==> src/sv/lss_pkg.sv <==
// shared types and constants for the least-squares slope block
`timescale 1ns / 1ps
package lss_pkg;

  localparam int XW      = 24;   // x_value / y_value width
  localparam int SLOPE_W = 32;
  localparam int CNT_W   = 13;
  localparam int SUM1_W  = 36;   // sum_x, sum_y
  localparam int SUM2_W  = 60;   // sum_xy, sum_xx
  localparam int MA_W    = 37;   // shared multiplier, wide operand
  localparam int MB_W    = 25;   // shared multiplier, narrow operand
  localparam int PROD_W  = MA_W + MB_W;
  localparam int ACC_W   = 74;   // numerator / denominator
  localparam int DIV_STEPS = 32;
  localparam int STEP_W  = 5;

  localparam logic [STEP_W-1:0] DIV_LAST = STEP_W'(DIV_STEPS - 1);

  // final product sequence: bit 2 picks numerator or denominator, low bits the term
  localparam logic [2:0] FIN_LAST = 3'd7;
  localparam logic [1:0] TERM_N_LO = 2'd0;  // count * wide sum, low part
  localparam logic [1:0] TERM_N_HI = 2'd1;  // count * wide sum, high part
  localparam logic [1:0] TERM_S_LO = 2'd2;  // sum_x * narrow sum, low part
  localparam logic [1:0] TERM_S_HI = 2'd3;  // sum_x * narrow sum, high part

  typedef enum logic [1:0] {
    ST_OK       = 2'd0,
    ST_DEN_ZERO = 2'd1,
    ST_SAT      = 2'd2,
    ST_OVERFLOW = 2'd3
  } lss_status_t;

  typedef enum logic [1:0] {
    MUL_NONE = 2'd0,
    MUL_XY   = 2'd1,
    MUL_XX   = 2'd2,
    MUL_FIN  = 2'd3
  } lss_mul_op_t;

  typedef enum logic [2:0] {
    S_IDLE,
    S_XY,
    S_XX,
    S_MUL,
    S_DRAIN,
    S_DIV_INIT,
    S_DIV,
    S_DONE
  } lss_state_t;

  typedef struct packed {
    lss_mul_op_t mul_op;
    logic [2:0]  fin_step;
    logic        load_in;
    logic        div_init;
    logic        div_step;
    logic        load_out;
  } lss_cmd_t;

  typedef struct packed {
    logic last;
    logic out_free;
  } lss_stat_t;

endpackage

==> src/sv/lss_pt_if.sv <==
// point channel: valid/ready with x, y and last flag
`timescale 1ns / 1ps
interface lss_pt_if;
  logic                         valid;
  logic                         ready;
  logic signed [lss_pkg::XW-1:0] x_value;
  logic signed [lss_pkg::XW-1:0] y_value;
  logic                         last_point;

  modport source (output valid, output x_value, output y_value, output last_point,
                  input ready);
  modport sink (input valid, input x_value, input y_value, input last_point,
                output ready);
endinterface

==> src/sv/lss_res_if.sv <==
// result channel: valid/ready with slope, status and point count
`timescale 1ns / 1ps
interface lss_res_if;
  logic                              valid;
  logic                              ready;
  logic signed [lss_pkg::SLOPE_W-1:0] slope;
  logic [1:0]                        status;
  logic [lss_pkg::CNT_W-1:0]         point_count;

  modport source (output valid, output slope, output status, output point_count,
                  input ready);
  modport sink (input valid, input slope, input status, input point_count,
                output ready);
endinterface

==> src/sv/least_squares_slope_core.sv <==
// top level of the least-squares slope block
`timescale 1ns / 1ps
// usage:
//   points: one (x_value, y_value) pair per beat, signed Q8.16, last_point set
//     on the final point of a set. result: one beat per set carrying the slope
//     (Q16.16, truncated toward zero, saturated), status and point_count.
//   sharing: the 24x24 products x*y and x*x of a point share one multiplier, in
//     states S_XY and S_XX, and the next point is taken in S_XX.
//   after the last point is taken: its products in S_XY and S_XX, then S_MUL
//     runs n*Sxy, Sx*Sy, n*Sxx and Sx*Sx through the shared 37x25 multiplier,
//     S_DRAIN does the last accumulate, S_DIV_INIT sets up and S_DIV runs the
//     one-bit-per-cycle divider, and S_DONE loads the result register, from
//     which the result beat shows. No point is taken during that time.
//   stall: the result register holds its beat while result.ready is low; the
//     sums are cleared when the beat is loaded, so points of the next set are
//     taken while the previous result still waits. A set that finishes while a
//     result is still waiting holds until the register frees.
//   points beyond MAX_POINTS are dropped and the set reports too many points.
//   reset: clears the sums, the count and the result valid flag; ready to take
//     a point in the first cycle after rst falls.
module least_squares_slope_core #(
  parameter int MAX_POINTS = 4096
) (
  input  logic      clk,
  input  logic      rst,
  lss_pt_if.sink    points,
  lss_res_if.source result
);

  lss_pkg::lss_cmd_t  cmd;
  lss_pkg::lss_stat_t stat;

  // sequencing
  lss_ctrl u_ctrl (
    .clk      (clk),
    .rst      (rst),
    .in_valid (points.valid),
    .in_ready (points.ready),
    .stat     (stat),
    .cmd      (cmd)
  );

  // sums, multiplier, divider and result register
  lss_dp #(
    .MAX_POINTS (MAX_POINTS)
  ) u_dp (
    .clk         (clk),
    .rst         (rst),
    .cmd         (cmd),
    .stat        (stat),
    .x_value     (points.x_value),
    .y_value     (points.y_value),
    .last_point  (points.last_point),
    .out_valid   (result.valid),
    .out_ready   (result.ready),
    .slope       (result.slope),
    .status      (result.status),
    .point_count (result.point_count)
  );

endmodule

==> src/sv/lss_dp.sv <==
// datapath: sums, shared multiplier, numerator/denominator, divider, result register
`timescale 1ns / 1ps
module lss_dp #(
  parameter int MAX_POINTS = 4096
) (
  input  logic                              clk,
  input  logic                              rst,
  input  lss_pkg::lss_cmd_t                 cmd,
  output lss_pkg::lss_stat_t                stat,
  input  logic signed [lss_pkg::XW-1:0]     x_value,
  input  logic signed [lss_pkg::XW-1:0]     y_value,
  input  logic                              last_point,
  output logic                              out_valid,
  input  logic                              out_ready,
  output logic signed [lss_pkg::SLOPE_W-1:0] slope,
  output logic [1:0]                        status,
  output logic [lss_pkg::CNT_W-1:0]         point_count
);

  localparam logic [lss_pkg::CNT_W-1:0] MAX_CNT = lss_pkg::CNT_W'(MAX_POINTS);

  logic signed [lss_pkg::XW-1:0]     x_r, y_r;
  logic                              last_r;
  logic [lss_pkg::CNT_W-1:0]         count;
  logic signed [lss_pkg::SUM1_W-1:0] sum_x, sum_y;
  logic signed [lss_pkg::SUM2_W-1:0] sum_xy, sum_xx;
  logic                              overflow_seen;
  logic                              pt_en;

  logic signed [lss_pkg::MA_W-1:0]   mul_a;
  logic signed [lss_pkg::MB_W-1:0]   mul_b;
  logic signed [lss_pkg::PROD_W-1:0] prod;
  lss_pkg::lss_mul_op_t              prod_op;
  logic [2:0]                        prod_step;

  logic signed [lss_pkg::ACC_W-1:0]  num, den;
  logic [lss_pkg::ACC_W-1:0]         term;

  logic [lss_pkg::ACC_W-1:0]         mag;
  logic                              sat_pre;
  logic [lss_pkg::ACC_W-1:0]         rem;
  logic [lss_pkg::SLOPE_W-1:0]       qr;
  logic                              neg;
  logic                              sat;
  logic [lss_pkg::ACC_W:0]           rem_sh;
  logic [lss_pkg::ACC_W+1:0]         rem_diff;
  logic                              rem_ge;

  logic signed [lss_pkg::SLOPE_W-1:0] slope_next;
  lss_pkg::lss_status_t              status_next;

  // input beat register
  always_ff @(posedge clk) begin
    if (cmd.load_in) begin
      x_r    <= x_value;
      y_r    <= y_value;
      last_r <= last_point;
    end
  end

  // shared multiplier operand select
  always_comb begin
    logic signed [lss_pkg::SUM2_W-1:0] wsum;
    logic signed [lss_pkg::SUM1_W-1:0] nsum;
    wsum  = cmd.fin_step[2] ? sum_xx : sum_xy;
    nsum  = cmd.fin_step[2] ? sum_x : sum_y;
    mul_a = '0;
    mul_b = '0;
    unique case (cmd.mul_op)
      lss_pkg::MUL_XY: begin
        mul_a = {{(lss_pkg::MA_W - lss_pkg::XW){x_r[lss_pkg::XW-1]}}, x_r};
        mul_b = {{(lss_pkg::MB_W - lss_pkg::XW){y_r[lss_pkg::XW-1]}}, y_r};
      end
      lss_pkg::MUL_XX: begin
        mul_a = {{(lss_pkg::MA_W - lss_pkg::XW){x_r[lss_pkg::XW-1]}}, x_r};
        mul_b = {{(lss_pkg::MB_W - lss_pkg::XW){x_r[lss_pkg::XW-1]}}, x_r};
      end
      lss_pkg::MUL_FIN: begin
        unique case (cmd.fin_step[1:0])
          lss_pkg::TERM_N_LO: begin
            mul_a = {1'b0, wsum[35:0]};
            mul_b = {{(lss_pkg::MB_W - lss_pkg::CNT_W){1'b0}}, count};
          end
          lss_pkg::TERM_N_HI: begin
            mul_a = {{13{wsum[59]}}, wsum[59:36]};
            mul_b = {{(lss_pkg::MB_W - lss_pkg::CNT_W){1'b0}}, count};
          end
          lss_pkg::TERM_S_LO: begin
            mul_a = {sum_x[35], sum_x};
            mul_b = {1'b0, nsum[23:0]};
          end
          lss_pkg::TERM_S_HI: begin
            mul_a = {sum_x[35], sum_x};
            mul_b = {{13{nsum[35]}}, nsum[35:24]};
          end
        endcase
      end
      lss_pkg::MUL_NONE: begin
        mul_a = '0;
        mul_b = '0;
      end
    endcase
  end

  always_ff @(posedge clk) begin
    prod      <= mul_a * mul_b;
    prod_step <= cmd.fin_step;
  end

  always_ff @(posedge clk) begin
    if (rst) begin
      prod_op <= lss_pkg::MUL_NONE;
    end else begin
      prod_op <= cmd.mul_op;
    end
  end

  // registered product aligned to its place in the wide result
  always_comb begin
    logic [lss_pkg::ACC_W-1:0] pext;
    pext = {{(lss_pkg::ACC_W - lss_pkg::PROD_W){prod[lss_pkg::PROD_W-1]}}, prod};
    unique case (prod_step[1:0])
      lss_pkg::TERM_N_LO: term = pext;
      lss_pkg::TERM_N_HI: term = pext << 36;
      lss_pkg::TERM_S_LO: term = pext;
      lss_pkg::TERM_S_HI: term = pext << 24;
    endcase
  end

  // running sums
  always_ff @(posedge clk) begin
    if (rst || cmd.load_out) begin
      count         <= '0;
      sum_x         <= '0;
      sum_y         <= '0;
      sum_xy        <= '0;
      sum_xx        <= '0;
      overflow_seen <= 1'b0;
      pt_en         <= 1'b0;
    end else begin
      if (cmd.mul_op == lss_pkg::MUL_XY) begin
        if (count < MAX_CNT) begin
          count <= count + 1'b1;
          sum_x <= sum_x + {{(lss_pkg::SUM1_W - lss_pkg::XW){x_r[lss_pkg::XW-1]}}, x_r};
          sum_y <= sum_y + {{(lss_pkg::SUM1_W - lss_pkg::XW){y_r[lss_pkg::XW-1]}}, y_r};
          pt_en <= 1'b1;
        end else begin
          overflow_seen <= 1'b1;
          pt_en         <= 1'b0;
        end
      end
      if (prod_op == lss_pkg::MUL_XY && pt_en) begin
        sum_xy <= sum_xy + prod[lss_pkg::SUM2_W-1:0];
      end
      if (prod_op == lss_pkg::MUL_XX && pt_en) begin
        sum_xx <= sum_xx + prod[lss_pkg::SUM2_W-1:0];
      end
    end
  end

  // numerator and denominator, first term of each loads
  always_ff @(posedge clk) begin
    if (prod_op == lss_pkg::MUL_FIN) begin
      priority case (prod_step[1:0])
        lss_pkg::TERM_N_LO: begin
          if (prod_step[2]) den <= term;
          else num <= term;
        end
        lss_pkg::TERM_N_HI: begin
          if (prod_step[2]) den <= den + term;
          else num <= num + term;
        end
        default: begin
          if (prod_step[2]) den <= den - term;
          else num <= num - term;
        end
      endcase
    end
  end

  // restoring divider, one quotient bit per cycle
  assign mag      = num[lss_pkg::ACC_W-1] ? lss_pkg::ACC_W'(-num) : num;
  assign sat_pre  = {16'b0, mag} >= {den, 16'b0};
  assign rem_sh   = {rem, qr[lss_pkg::SLOPE_W-1]};
  assign rem_diff = {1'b0, rem_sh} - {2'b0, den};
  assign rem_ge   = ~rem_diff[lss_pkg::ACC_W+1];

  always_ff @(posedge clk) begin
    if (cmd.div_init) begin
      rem <= {16'b0, mag[lss_pkg::ACC_W-1:16]};
      qr  <= {mag[15:0], 16'b0};
      neg <= num[lss_pkg::ACC_W-1];
      sat <= sat_pre;
    end else if (cmd.div_step) begin
      rem <= rem_ge ? rem_diff[lss_pkg::ACC_W-1:0] : rem_sh[lss_pkg::ACC_W-1:0];
      qr  <= {qr[lss_pkg::SLOPE_W-2:0], rem_ge};
    end
  end

  // status priority: too many points, zero or negative denominator, saturation
  always_comb begin
    slope_next  = '0;
    status_next = lss_pkg::ST_OK;
    if (overflow_seen) begin
      status_next = lss_pkg::ST_OVERFLOW;
    end else if (den[lss_pkg::ACC_W-1] || den == '0) begin
      status_next = lss_pkg::ST_DEN_ZERO;
    end else if (sat || (neg ? (qr[31] && |qr[30:0]) : qr[31])) begin
      status_next = lss_pkg::ST_SAT;
      slope_next  = neg ? 32'sh8000_0000 : 32'sh7FFF_FFFF;
    end else begin
      slope_next  = neg ? lss_pkg::SLOPE_W'(-qr) : qr;
    end
  end

  always_ff @(posedge clk) begin
    if (cmd.load_out) begin
      slope       <= slope_next;
      status      <= status_next;
      point_count <= count;
    end
  end

  always_ff @(posedge clk) begin
    if (rst) begin
      out_valid <= 1'b0;
    end else if (cmd.load_out) begin
      out_valid <= 1'b1;
    end else if (out_ready) begin
      out_valid <= 1'b0;
    end
  end

  assign stat.last     = last_r;
  assign stat.out_free = !out_valid || out_ready;

`ifndef SYNTHESIS
  a_count_bound: assert property (@(posedge clk) disable iff (rst)
    count <= MAX_CNT)
    else $error("point count above limit");
  a_overflow_full: assert property (@(posedge clk) disable iff (rst)
    overflow_seen |-> count == MAX_CNT)
    else $error("overflow flagged with room left");
  a_clear_after_load: assert property (@(posedge clk) disable iff (rst)
    cmd.load_out |=> (count == '0 && !overflow_seen && out_valid))
    else $error("sums not cleared after result load");
`endif

endmodule

==> src/sv/lss_ctrl.sv <==
// controller: point sequencing, final product sequence, divide steps, result load
`timescale 1ns / 1ps
module lss_ctrl (
  input  logic               clk,
  input  logic               rst,
  input  logic               in_valid,
  output logic               in_ready,
  input  lss_pkg::lss_stat_t stat,
  output lss_pkg::lss_cmd_t  cmd
);

  lss_pkg::lss_state_t       state, state_next;
  logic [lss_pkg::STEP_W-1:0] cnt, cnt_next;

  always_ff @(posedge clk) begin
    if (rst) begin
      state <= lss_pkg::S_IDLE;
      cnt   <= '0;
    end else begin
      state <= state_next;
      cnt   <= cnt_next;
    end
  end

  always_comb begin
    state_next = state;
    unique case (state)
      lss_pkg::S_IDLE: begin
        if (in_valid) state_next = lss_pkg::S_XY;
      end
      lss_pkg::S_XY: state_next = lss_pkg::S_XX;
      lss_pkg::S_XX: begin
        if (stat.last) state_next = lss_pkg::S_MUL;
        else if (in_valid) state_next = lss_pkg::S_XY;
        else state_next = lss_pkg::S_IDLE;
      end
      lss_pkg::S_MUL: begin
        if (cnt[2:0] == lss_pkg::FIN_LAST) state_next = lss_pkg::S_DRAIN;
      end
      lss_pkg::S_DRAIN: state_next = lss_pkg::S_DIV_INIT;
      lss_pkg::S_DIV_INIT: state_next = lss_pkg::S_DIV;
      lss_pkg::S_DIV: begin
        if (cnt == lss_pkg::DIV_LAST) state_next = lss_pkg::S_DONE;
      end
      lss_pkg::S_DONE: begin
        if (stat.out_free) state_next = lss_pkg::S_IDLE;
      end
    endcase
  end

  // step counter runs only while S_MUL or S_DIV repeats
  always_comb begin
    if ((state == lss_pkg::S_MUL || state == lss_pkg::S_DIV) && state_next == state) begin
      cnt_next = cnt + 1'b1;
    end else begin
      cnt_next = '0;
    end
  end

  always_comb begin
    in_ready     = 1'b0;
    cmd.mul_op   = lss_pkg::MUL_NONE;
    cmd.fin_step = cnt[2:0];
    cmd.div_init = 1'b0;
    cmd.div_step = 1'b0;
    cmd.load_out = 1'b0;
    unique case (state)
      lss_pkg::S_IDLE:     in_ready = 1'b1;
      lss_pkg::S_XY:       cmd.mul_op = lss_pkg::MUL_XY;
      lss_pkg::S_XX: begin
        cmd.mul_op = lss_pkg::MUL_XX;
        in_ready   = !stat.last;
      end
      lss_pkg::S_MUL:      cmd.mul_op = lss_pkg::MUL_FIN;
      lss_pkg::S_DRAIN:    cmd.mul_op = lss_pkg::MUL_NONE;
      lss_pkg::S_DIV_INIT: cmd.div_init = 1'b1;
      lss_pkg::S_DIV:      cmd.div_step = 1'b1;
      lss_pkg::S_DONE:     cmd.load_out = stat.out_free;
    endcase
    cmd.load_in = in_valid && in_ready;
  end

`ifndef SYNTHESIS
  a_fin_after_last_point: assert property (@(posedge clk) disable iff (rst)
    (cmd.mul_op == lss_pkg::MUL_FIN && cmd.fin_step == 3'd0)
      |-> $past(cmd.mul_op) == lss_pkg::MUL_XX)
    else $error("final products started without a last point");
`endif

endmodule

==> src/flat_wrapper.sv <==
// flat-port wrapper written by rule: the top's interface ports become plain ports
module least_squares_slope_core_flat 
#(
  parameter int MAX_POINTS = 4096
)
  (clk, rst, points_valid, points_x_value, points_y_value, points_last_point, points_ready, result_valid, result_slope, result_status, result_point_count, result_ready);
  lss_pt_if points_i ();
  lss_res_if result_i ();
  input  logic clk;
  input  logic rst;
  input wire logic [$bits(points_i.valid)-1:0] points_valid;
  input wire logic [$bits(points_i.x_value)-1:0] points_x_value;
  input wire logic [$bits(points_i.y_value)-1:0] points_y_value;
  input wire logic [$bits(points_i.last_point)-1:0] points_last_point;
  output wire logic [$bits(points_i.ready)-1:0] points_ready;
  output wire logic [$bits(result_i.valid)-1:0] result_valid;
  output wire logic [$bits(result_i.slope)-1:0] result_slope;
  output wire logic [$bits(result_i.status)-1:0] result_status;
  output wire logic [$bits(result_i.point_count)-1:0] result_point_count;
  input wire logic [$bits(result_i.ready)-1:0] result_ready;
  assign points_i.valid = points_valid;
  assign points_i.x_value = points_x_value;
  assign points_i.y_value = points_y_value;
  assign points_i.last_point = points_last_point;
  assign points_ready = points_i.ready;
  assign result_valid = result_i.valid;
  assign result_slope = result_i.slope;
  assign result_status = result_i.status;
  assign result_point_count = result_i.point_count;
  assign result_i.ready = result_ready;
  least_squares_slope_core #(.MAX_POINTS(MAX_POINTS)) u_core (.clk(clk), .rst(rst), .points(points_i), .result(result_i));
endmodule
==> config.mk <==
export PLATFORM = sky130hd
export DESIGN_NAME = least_squares_slope_core_flat
export DESIGN_NICKNAME = d
export VERILOG_FILES = /design/src/sv/lss_pkg.sv /design/src/sv/lss_pt_if.sv /design/src/sv/lss_res_if.sv /design/src/sv/least_squares_slope_core.sv /design/src/sv/lss_dp.sv /design/src/sv/lss_ctrl.sv /design/src/flat_wrapper.sv
export SDC_FILE = /design/constraint.sdc
export NUM_CORES = 2
export LEC_CHECK = 0
export BUFFER_PORTS_ARGS = -buffer_cell sky130_fd_sc_hd__buf_2
export CAP_MARGIN = 20
export CORE_AREA = 4 4 591 593
export CTS_CLUSTER_SIZE = 30
export DETAILED_ROUTE_END_ITERATION = 16
export DIE_AREA = 0 0 595 597
export GPL_TIMING_DRIVEN = 0
export SLEW_MARGIN = 20
export SYNTH_ARGS = -nofsm -noshare
export SYNTH_HDL_FRONTEND = slang
export SYNTH_SLANG_ARGS = --single-unit
==> constraint.sdc <==
create_clock -name clk -period 18.5 [get_ports clk]
set_input_delay 0 -clock clk [delete_from_list [all_inputs] [get_ports clk]]
set_output_delay 0 -clock clk [all_outputs]
set_load 0.01 [all_outputs]
==> impl_metrics.yaml <==
status:
  status: "finished clean"
clock_network:
  cts_buffer_depth: 3
  cts_max_level: 3
  ctsResizeCount: 0
  root_buffer: "clkbuf_16"
  cts_tree: "yes"
  clkTransAtPathRegs_ns: 0.06
  cts-buffers-inserted: 77
  cts.sinks: 635
  clkLatencyLatePin_ns: 0.72
floorplan:
  dieWidth_microns: 595
  num_io_pins: 102
  die_h_microns: 597
  initial_utilization_pct: 24.88
  row_count: 216
  core_area_sq_um: 344600
  die-area_sq_um: 355200
synth:
  ys_ff_latch: 635
  syn_inst: 10310
  synth-seq-area-share_pct: 18.56
  synth_edf_count: 320
  synth_flop_cell: "edfxtp_1"
  syn_area_per_cell_sq_um: 8.317
  synth.net_count: 11950
  synth_area_sq_um: 85740
  yosysUniqueCellTypes: 85
  yosys_warnings: 0
  async_flop_share_pct: 0
setup_path:
  cp_common_cell: "fa_1"
  crit_family: "buffers and inverters"
  critPathRequiredTime_ns: 19.09
  crit_path_end_kind: "flop"
  crit_buf_inv: 10
  cpPeakStageDelay_ns: 0.84
  slowest_stage: "buf_1"
  r2r_slack_ns: 4.94
  cp.arrival_ns: 14.15
  cp_max_fo: 10
  crit_type: "reg2reg"
  startpoint_type: "flop"
layout:
  area_growth_pct: 12.06
  drive_gt1_share_pct: 4.185
  fin_cells: 15270
  final_common_cell: "nand2_1"
  postLayoutCoreUtil_pct: 27.88
  fin_nets: 12260
  final_cell_mix: "1,325 x nand2_1, 1,123 x inv_1, 941 x fa_1"
detailed_routing:
  ant_nets: 0
  num_vias: 78720
  wl_met3_microns: 33600
  avgViaCountPerCell: 5.157
  drc: 0
  top_layer_used: "met5"
  wl_microns: 352000
  drt-pass1-iter-count: 6
  wl_per_cell_microns: 23.06
  met1_length_microns: 146700
  routed-wl-met2_microns: 150700
  drt_iter0_drc: 8378
place:
  place.gp.congestion: 0.9916
  dp_hpwl_microns: 288200
  io_buffers: 100
  numPlacedInstances: 15020
sta:
  report.final.slew_viol_count: 0
  skew_ns: 0.03461
  min_period_ns: 13.56
  tns_ns: 0
  rsz0062_at_grt: "false"
  relSlewSlack_pct: 14.72
  worstMarginPinSlew_ns: 1.271
  setup_viol: 0
  clock.fmax_mhz: 73.74
  period_share_pct: 73.30
  hold_slack_ns: 0.03581
  hold_viol: 0
global_route:
  grt.total_usage_pct: 19.16
  overflow: 0
  grt_pass1_vias: 76330
  antenna_found_initial: 12
  grt_max_degree: 58
  grt_pass1_wl_microns: 512800
power:
  ir_worst_vdd_mv: 0.1075
  power_density_nw_per_um2: 114.2
  p_leak_uw: 0.04165
worst_hold_path:
  hold_path.class: "in2reg"
job:
  drv_cap: 0
## cells by family (layout without fill, tap and decap cells)
group	Yosys count	count (layout)	synth area share, %
simple gates	3182	3182	16.67
compound gates	2528	2528	18.40
fa+ha+maj	1587	1587	31.40
xor+xnor	579	579	5.914
other cells	0	7	0
flops	635	635	18.56
mux	150	150	1.837
buf+inv	1648	2020	7.219
## flip-flops by register name, indices dropped and copies added, names as in the netlist, 2 cells and up
| name | cells |
|---|---|
| u_core.u_dp.sum_xy | 60 |
| u_core.u_dp.x_r | 24 |
| u_core.u_dp.prod | 62 |
| u_core.u_dp.prod_step | 3 |
| u_core.u_dp.qr | 32 |
| u_core.u_dp.point_count | 13 |
| u_core.u_dp.num | 74 |
| u_core.u_dp.den | 74 |
| u_core.u_dp.prod_op | 2 |
| u_core.u_ctrl.cnt | 5 |
| u_core.u_dp.y_r | 24 |
| u_core.u_dp.sum_y | 36 |
| u_core.u_ctrl.state | 3 |
| u_core.u_dp.sum_x | 36 |
| u_core.u_dp.sum_xx | 60 |
| u_core.u_dp.status | 2 |
| u_core.u_dp.rem | 74 |
| u_core.u_dp.count | 13 |
| u_core.u_dp.slope | 32 |
## stage by stage
stage / total power (uW) / cell area (sq um) / setup slack (ns)
floorplan: 6788 / 85740 / 9.128
detailed placement: 9161 / 92670 / 5.310
finish: 10970 / 96080 / 4.939
global placement: 9117 / 91970 / 4.875
global route: 11720 / 96070 / 4.745
CTS: 10790 / 96050 / 5.232
## power by group
| group | switching [uW] | total [uW] | internal (uW) |
|---|---|---|---|
| Combinational | 4650 | 7320 | 2670 |
| Clock | 742 | 1570 | 828 |
| Sequential | 428 | 2080 | 1650 |
| Total | 5820 | 11000 | 5150 |
## per-layer routing
metal  up-vias  track usage (%)
li1      35650                -
met1     38510            25.50
met2      3738            29.25
met3       813            4.256
met4         8            9.352
met5         -           0.3651
## synth_stat cells, drive strengths merged (214+ instances only)
| cell | count | share of area, % |
|---|---|---|
| xor2 | 214 | 2.2 |
| ha | 646 | 9.4 |
| xnor2 | 365 | 3.7 |
| a21oi | 785 | 4.6 |
| fa | 941 | 22 |
| nand2 | 1325 | 5.8 |
| inv | 1125 | 4.9 |
| a21o | 349 | 3.1 |
| clkbuf | 481 | 2.1 |
| dfxtp | 315 | 7.4 |
| edfxtp | 320 | 11 |
| nor2 | 877 | 3.8 |
| o21ai | 621 | 3.6 |
## worst register-to-register path, delay by kind of cell, from the launching register on
| family | cells | cell delay (ns) |
|---|---|---|
| muxes | 1 | 0.71 |
| buffers and inverters | 10 | 4.22 |
| adders and majority gates | 8 | 3.98 |
| xor gates and xnor gates | 1 | 0.15 |
| and+or+nand+nor | 6 | 1.27 |
| DFF | 1 | 0.36 |
| AOI/OAI and AO/OA | 6 | 2.77 |
## path summary, 6_finish.rpt
check                                                     start  cells after the start                               end
worst max-delay path            u_core.u_ctrl.cnt[2]$_SDFF_PP0_                     32      u_core.u_dp.prod[61]$_DFF_P_
worst min-delay path                          points_x_value[1]                      2      u_core.u_dp.x_r[1]$_DFFE_PP_
worst max register to register  u_core.u_ctrl.cnt[2]$_SDFF_PP0_                     32      u_core.u_dp.prod[61]$_DFF_P_
worst min register to register  u_core.u_ctrl.cnt[2]$_SDFF_PP0_                      0  u_core.u_dp.prod_step[2]$_DFF_P_
## repair_timing
action | 4_1_cts | 5_1_grt
hold endpoints to repair | 58 | 0
buffers inserted | 0 | 0
hold buffers | 93 | 0
## cell type report
cell class	count	area, sq um
diodes	7	17.52
plain buffers	518	1953
clock buffers	95	2004
clock inverters	48	439.2
fillers	37160	248500
inverters	1130	4244
multi-input cells	8026	63850
flip-flops and latches	635	15920
well taps	4578	5728
repair buffers	229	1931
(Power assumes the default switching activity.)
